--- src/rtl/bivms_pkg.sv ---
// Package: shared types, constants and opcodes for the pixel visit-mark store.
`timescale 1ns / 1ps
package bivms_pkg;

  localparam int DEF_MAX_ROWS = 256;
  localparam int DEF_MAX_COLS = 256;
  localparam int CFG_W = 9;
  localparam int IDX_W = 1;

  localparam logic [IDX_W-1:0] REG_ROWS = 1'd0;
  localparam logic [IDX_W-1:0] REG_COLS = 1'd1;

  localparam logic [2:0] K_WRITE = 3'd0;
  localparam logic [2:0] K_READ  = 3'd1;
  localparam logic [2:0] K_FIND  = 3'd2;
  localparam logic [2:0] K_NEIGH = 3'd3;
  localparam logic [2:0] K_CLEAR = 3'd4;
  localparam logic [2:0] K_ANY   = 3'd5;

  localparam logic [1:0] M_UNVIS = 2'd0;
  localparam logic [1:0] M_VIS   = 2'd1;
  localparam logic [1:0] M_EXCL  = 2'd2;

  typedef struct packed {
    logic [2:0] kind;
    logic [7:0] row;
    logic [7:0] col;
    logic       pixel_on;
    logic [1:0] visit_mark;
    logic [7:0] prev_row;
    logic [7:0] prev_col;
    logic       include_excluded;
  } req_t;

  typedef struct packed {
    logic       range_error;
    logic       read_on;
    logic [1:0] read_mark;
    logic       found;
    logic [7:0] found_row;
    logic [7:0] found_col;
    logic [7:0] neighbour_mask;
    logic       axis_found;
    logic [2:0] axis_index;
    logic       aligned_found;
    logic [2:0] aligned_index;
  } rsp_t;

  // Decoded command handed from front to back.
  typedef struct packed {
    req_t        req;
    logic        in_range;
    logic [12:0] nr;
    logic [12:0] nc;
  } cmd_t;

endpackage

--- src/rtl/bivms_front.sv ---
// Front: accept requests, clamp sizes, check range, enqueue commands.
`timescale 1ns / 1ps
module bivms_front
  import bivms_pkg::*;
#(
  parameter int MAX_ROWS = DEF_MAX_ROWS,
  parameter int MAX_COLS = DEF_MAX_COLS
) (
  input  logic             clk,
  input  logic             rst,
  input  logic             cfg_we,
  input  logic [IDX_W-1:0] cfg_index,
  input  logic [CFG_W-1:0] cfg_data,
  input  logic             in_valid,
  output logic             in_ready,
  input  req_t             in_req,
  output logic             q_valid,
  input  logic             q_ready,
  output cmd_t             q_cmd
);
  localparam int QD = 2;

  logic [CFG_W-1:0] image_rows, image_cols;
  logic [12:0] nr, nc;
  cmd_t q [QD];
  logic rd, wr;
  logic [1:0] cnt;
  logic wp, rp;
  cmd_t c;

  always_ff @(posedge clk) begin
    if (rst) begin
      image_rows <= CFG_W'(256);
      image_cols <= CFG_W'(256);
    end else if (cfg_we) begin
      if (cfg_index == REG_ROWS) image_rows <= cfg_data;
      else image_cols <= cfg_data;
    end
  end

  always_comb begin
    nr = (32'(image_rows) > MAX_ROWS) ? 13'(MAX_ROWS) : 13'(image_rows);
    nc = (32'(image_cols) > MAX_COLS) ? 13'(MAX_COLS) : 13'(image_cols);
    c.req = in_req;
    c.nr = nr;
    c.nc = nc;
    c.in_range = (13'(in_req.row) < nr) && (13'(in_req.col) < nc);
  end

  assign in_ready = (cnt != 2'(QD));
  assign q_valid  = (cnt != 2'd0);
  assign q_cmd    = q[rp];
  assign wr = in_valid && in_ready;
  assign rd = q_valid && q_ready;

  always_ff @(posedge clk) begin
    if (wr) q[wp] <= c;
  end

  always_ff @(posedge clk) begin
    if (rst) begin
      cnt <= '0;
      wp <= 1'b0;
      rp <= 1'b0;
    end else begin
      if (wr) wp <= ~wp;
      if (rd) rp <= ~rp;
      cnt <= cnt + 2'(wr) - 2'(rd);
    end
  end

  assert property (@(posedge clk) disable iff (rst) cnt <= 2'(QD))
    else $error("queue overflow");
  assert property (@(posedge clk) disable iff (rst) (cnt == 2'd0) |-> !q_valid)
    else $error("valid on empty queue");
  assert property (@(posedge clk) disable iff (rst)
    (wr && !rd) |=> cnt == $past(cnt) + 2'd1)
    else $error("count slip");
endmodule

--- config.mk ---
export PLATFORM = sky130hd
export DESIGN_NAME = bivms_front
export DESIGN_NICKNAME = d
export VERILOG_FILES = /design/src/rtl/bivms_pkg.sv /design/src/rtl/bivms_front.sv
export SDC_FILE = /design/constraint.sdc
export NUM_CORES = 1
export LEC_CHECK = 0
export BUFFER_PORTS_ARGS = -buffer_cell sky130_fd_sc_hd__buf_2
export CORE_MARGIN = 2
export CORE_UTILIZATION = 35
export CTS_CLUSTER_DIAMETER = 40
export DETAILED_ROUTE_END_ITERATION = 8
export PLACE_DENSITY_LB_ADDON = 0.15
export SYNTH_ARGS = -nofsm -noshare
export SYNTH_HDL_FRONTEND = slang
export SYNTH_SLANG_ARGS = --single-unit
--- constraint.sdc ---
create_clock -name clk -period 4.42 [get_ports clk]
set_input_delay 0.221 -clock clk [delete_from_list [all_inputs] [get_ports clk]]
set_output_delay 0.221 -clock clk [all_outputs]
set_load 0.005 [all_outputs]
==> results.toml, run 1 <==
[clock_tree]
hold_buffers = 23
cts_made_buffers = 17
cts_setup_buffers = 0
ctsRootBufferMaster = "clkbuf_16"
cts_resized = 0
insertion_delay_ps = 420
htreeDepth = 4
cts_buffer_depth = 2
path_clk_slew_ps = 60
cts_sinks = 139
cts_tree = "yes"

[pwr]
switchingPower_uw = 959.8
seqPwrFrac = 0.444
leakagePower_uw = 0.002833
power_frac_clock = 0.366
switching_share = 0.2430
p_per_area_mw_per_mm2 = 550.4
ir_drop_mv = 0.2426
cellInternalPower_uw = 2991
comb_power_share = 0.190

[routing]
wl_per_cell_um = 14.94
drt-pass1-iter-count = 6
antenna_left = 0
wirelength_um = 10950
drc = 0
vias_per_cell = 4.377
num_vias = 3208
drt_iter0_markers = 137

[timing]
setup_viol = 0
whs_ps = 18.44
rsz0062_at_grt = "no"
finalClockSkew_ps = 14.13
maxClockFrequency_ghz = 0.3884
tightest_slew_ps = 1012
timing.setup.tns_ps = 0
period_share = 0.5824
finalCriticalPeriod_ps = 2574
relSlewSlack = 0.3254
finalMaxSlewViolations = 0
hold_violations = 0

[grt]
grtUsageMet2 = 0.2076
grt_pass1_wl_um = 16570
grt_util_met3 = 0.04592
grt_pass1_vias = 3305
grt_max_degree = 42
track_usage = 0.1334
antenna_found_initial = 0
overflow = 0
grt_use_met1 = 0.1690
busiest_layer = "met2"

[placed_design]
io_buffer_count = 113
dp_hpwl_um = 7469
placed_area_mm2 = 0.006341
gp_congestion = 0.7612
dp_cells = 678

[run_status]
status = "completed"

[synthesis]
synth_most_common_cell = "edfxtp_1"
async_flop_share = 0
yosysTopAreaCell = "edfxtp_1"
synthTopCellsByCount = "edfxtp_1, mux2_2, nand2_1"
netlist_area_mm2 = 0.005580
yosysWarnings = 0
yosys.area_share.simple = 0.06726
synth_xor_area_frac = 0.006278
synth_area_leaders = "edfxtp_1, mux2_2, dfxtp_1"
synth-edff-count = 116
synth-compound-area-share = 0.03072
synthAdderAreaFrac = 0.03587
avgSynthCellArea_um2 = 15.42
muxShareOfSynthArea = 0.1170
ys_types = 30
synth_top_family_by_area = "multiplexers"
ys_ff_latch = 139
synth_ff_type = "edfxtp_1"
syn_inst = 362
yosysSeqAreaShare = 0.7067
yosysTopAreaCellShare = 0.6242

[worst_setup_path]
start_kind = "register"
slowest_delay_ps = 1000
path_cells = "buf_4 -> mux2_2 -> buf_2"
cp.required_ps = 4200
critical_path_class = "register to output pin"
r2r_cells = 4
worst-path-max-fanout = 41
critPathSlowestCell = "dfxtp_2"
crit_arrival_ps = 2350
critPathCaptureType = "output pin"

[layout]
areaGrowthSynthToFinish_pct = 28.63
num-fill-cells = 1465
n_antenna_cell = 0
nNetsFinal = 574
instances_no_fill = 733
fin_util = 0.4568
drive_above_1_share = 0.4023
design_area_mm2 = 0.007178

[die]
core_mm2 = 0.01571
initial_core_util = 0.3552
fp.dieArea_mm2 = 0.01697
io_pins = 122
die_h_um = 130.3
die_w_um = 130.3
rows = 46

[worst_hold_path]
whs_path_depth = 1
hold_class = "input pin to register"

[run]
drv_cap = 0
## path summary, 6_finish.rpt
kind	startpoint	to	slack [ps]
setup / recovery	register	q_cmd[16]	1850
setup reg to reg	cnt[0]	q[0][16]	2270
hold reg to reg	image_cols[6]	image_cols[6]	460
hold / removal	in_req[20]	q[1][39]	20
## metal layers
| layer | part of all wire | routed length [µm] |
|---|---|---|
| met5 | 0 | 0 |
| met4 | 0.016 | 176 |
| met3 | 0.063 | 690 |
| met2 | 0.46 | 5013 |
| met1 | 0.46 | 5069 |
## critical path, delay by kind of cell (launching register included)
kind     cells  cell delay (ps)
buf+inv      2              540
flops        1             1000
mux          1              370
## flip-flops by register name, indices dropped and copies added (netlist names), named ones only
signal and flops:
cnt 2, image_cols 9, image_rows 9, q 116, rp 1, wp 1
## cell usage in the layout (no fill, tap or decap), types with 6 or more instances in the layout
master / netlist / layout
inv_1: 17 / 17
nor2_1: 7 / 6
dlygate4sd3_1: 0 / 23
edfxtp_1: 116 / 116
clkbuf_16: 0 / 17
ha_1: 16 / 16
nand2_1: 38 / 38
dfxtp_1: 23 / 22
mux2_2: 58 / 58
conb_1: 1 / 8
nand2b_1: 16 / 16
buf_2: 8 / 113
a21oi_1: 19 / 19
## power by group through the flow
stage	Clock [µW]	Sequential, µW	Combinational [µW]
4_1_cts	1470	1760	776
3_3_place_gp	0	1780	742
3_5_place_dp	0	1790	752
6_report	1450	1750	751
5_1_grt	1530	1780	836
2_1_floorplan	0	1720	497
## final cells by class
cell class,count,area [µm²],area share
repair buffers,139,818.3,0.1140
inverters,17,63.81,0.008890
multi-input cells,190,1474,0.2053
well taps,216,270.3,0.03765
flip-flops and latches,139,3945,0.5496
clock buffers,18,429.2,0.05979
clock inverters,14,177.7,0.02475
## cells by family after synthesis
| logic type | Yosys count |
|---|---|
| AND/OR/NAND/NOR | 75 |
| AO/OA/AOI/OAI | 29 |
| other | 1 |
| adder cells (fa/ha/maj) | 16 |
| buffers and inverters | 40 |
| multiplexers | 58 |
| XOR/XNOR | 4 |
| flip-flops | 139 |
## stage by stage
stage	setup WS, ps	power, µW
after global placement	2221	2526
after CTS	1735	4011
final	1846	3951
after detailed placement	2196	2541
after global routing	1614	4154
after floorplan	948.9	2212
No activity file was read; power rests on OpenSTA's default activity.
==> run 2, diff against run 1 <==
==> constraint.sdc (replaced) <==
create_clock -name clk -period 2.1 [get_ports clk]
set_input_delay 0.105 -clock clk [delete_from_list [all_inputs] [get_ports clk]]
set_output_delay 0.105 -clock clk [all_outputs]
set_load 0.005 [all_outputs]
==> run 2 against run 1 <==
  * Sequential share of layout area shrank 2.4 points
  * Clock power increased by 120%
  * Final cell count rose by 3.5%
  * Critical path depth is 3 higher
  * Critical path type is now register to register
  * Die area is the same
  * Critical endpoint is now q[0][18]
  * Power is 120% higher
  * Combinational power is 140% higher
  * Clock skew fell by 9.6 ps
  * Hold slack better by 76 ps
  * Via count up 4.7%
==> results.toml, run 2 (synthesis gave the netlist of run 1 again) <==
[run_status]
status = "completed"

[clock_tree]
htreeDepth = 4
path_clk_slew_ps = 60
cts_tree = "yes"
cts_made_buffers = 17
insertion_delay_ps = 410
cts_buffer_depth = 2
cts_sinks = 139
ctsRootBufferMaster = "clkbuf_16"

[grt]
busiest_layer = "met2"
overflow = 0
grt_util_met3 = 0.04674
grt_pass1_wl_um = 17430
grt_pass1_vias = 3535
grt_max_degree = 59
track_usage = 0.1390
antenna_found_initial = 0
grt_use_met1 = 0.1657
grtUsageMet2 = 0.2331

[die]
fp.dieArea_mm2 = 0.01697
core_mm2 = 0.01571
die_w_um = 130.3
die_h_um = 130.3
io_pins = 122
initial_core_util = 0.3552
rows = 46

[worst_setup_path]
critical_path_class = "register to register"
critPathCaptureType = "register"
start_kind = "register"
crit_arrival_ps = 2150
r2r_cells = 6
cp.required_ps = 2370
worst-path-max-fanout = 14

[routing]
vias_per_cell = 4.424
wirelength_um = 11280
drt_iter0_markers = 161
drc = 0
drt-pass1-iter-count = 4
antenna_left = 0
num_vias = 3358
wl_per_cell_um = 14.86

[timing]
finalMaxSlewViolations = 0
finalCriticalPeriod_ps = 1875
whs_ps = 93.99
rsz0062_at_grt = "no"
timing.setup.tns_ps = 0
fin_ws_ps = 224.7
finalClockSkew_ps = 4.515
hold_violations = 0
setup_viol = 0
period_share = 0.8930
maxClockFrequency_ghz = 0.5333

[placed_design]
dp_hpwl_um = 7304
gp_congestion = 0.7541
place_ws_ps = 236.8
placed_area_mm2 = 0.006386
io_buffer_count = 113

[layout]
most-common-layout-cells = "edfxtp_1, buf_2, mux2_2"
areaGrowthSynthToFinish_pct = 34.44
largest-register = "q"
final_common_cell = "edfxtp_1"
num-fill-cells = 1414
n_antenna_cell = 0
nNetsFinal = 600
design_area_mm2 = 0.007502
top_regs = "q (116), image_cols (9), image_rows (9)"
drive_above_1_share = 0.3867
largest_reg_flops = 116

[run]
drv_cap = 0

[worst_hold_path]
whs_path_depth = 2
hold_class = "input pin to register"

[pwr]
ir_drop_mv = 0.7710
p_per_area_mw_per_mm2 = 1140
leakagePower_uw = 0.002958
==> run 2: cell count changes in the layout (fill, tap and decap cells not counted), moves of 2 or more <==
| cell | delta |
|---|---|
| dlygate4sd3_1 | +25 |
| buf_12 | +3 |
| clkbuf_8 | +3 |
| clkinv_2 | -3 |
| buf_4 | -2 |
| clkinv_4 | -2 |
| clkinvlp_4 | +2 |
==> run 2: worst paths after layout <==
path	from	end	slack, ps
setup / recovery	image_cols[8]	q[0][18]	220
hold / removal	rst	register	90
setup reg to reg	image_cols[8]	q[0][18]	220
hold reg to reg	image_rows[7]	image_rows[7]	450
==> run 2: per-stage QoR <==
step	total power, µW	std cells	util
floorplan	4644	369	-
global placement	5386	679	0.4064
detailed placement	5424	679	0.4064
CTS	8697	759	0.4775
global route	8984	759	0.4775
finish	8552	759	0.4775
==> run 2: layout make-up <==
cell class	instances	area [µm²]	share of cell area
Inverter	17	63.81	0.008506
Sequential cell	139	3945	0.5258
Timing Repair Buffer	165	1114	0.1484
Multi-Input combinational cell	190	1474	0.1965
Clock buffer	21	470.5	0.06271
Tap cell	216	270.3	0.03602
Clock inverter	11	165.2	0.02201
==> run 2: critical path, stage by stage, from the launching register on <==
cell      delay [ps]
dfxtp_1          530
nand2b_1         210
ha_1             260
and4b_4          210
a22oi_2          160
o221ai_1         110
and3b_1          240
==> run 2: report_power, final <==
part / total [µW] / internal [µW] / switching [µW]
Sequential: 3570 / 3460 / 110
Combinational: 1810 / 939 / 871
Clock: 3170 / 2080 / 1090
Total: 8550 / 6480 / 2070
==> run 2: layer usage <==
| metal | up-vias | routed length [µm] |
|---|---|---|
| met4 | 0 | 166 |
| met2 | 90 | 5541 |
| met5 | - | 0 |
| met1 | 1620 | 4973 |
| met3 | 17 | 599 |
| li1 | 1631 | - |
==> run 2: what timing repair did <==
item | in CTS | in global routing
endpoints found under the hold margin | 96 | 0
resized for setup | 0 | 0
endpoints found under the setup margin | 0 | 0
buffers inserted | 0 | 0
hold buffers | 48 | 0
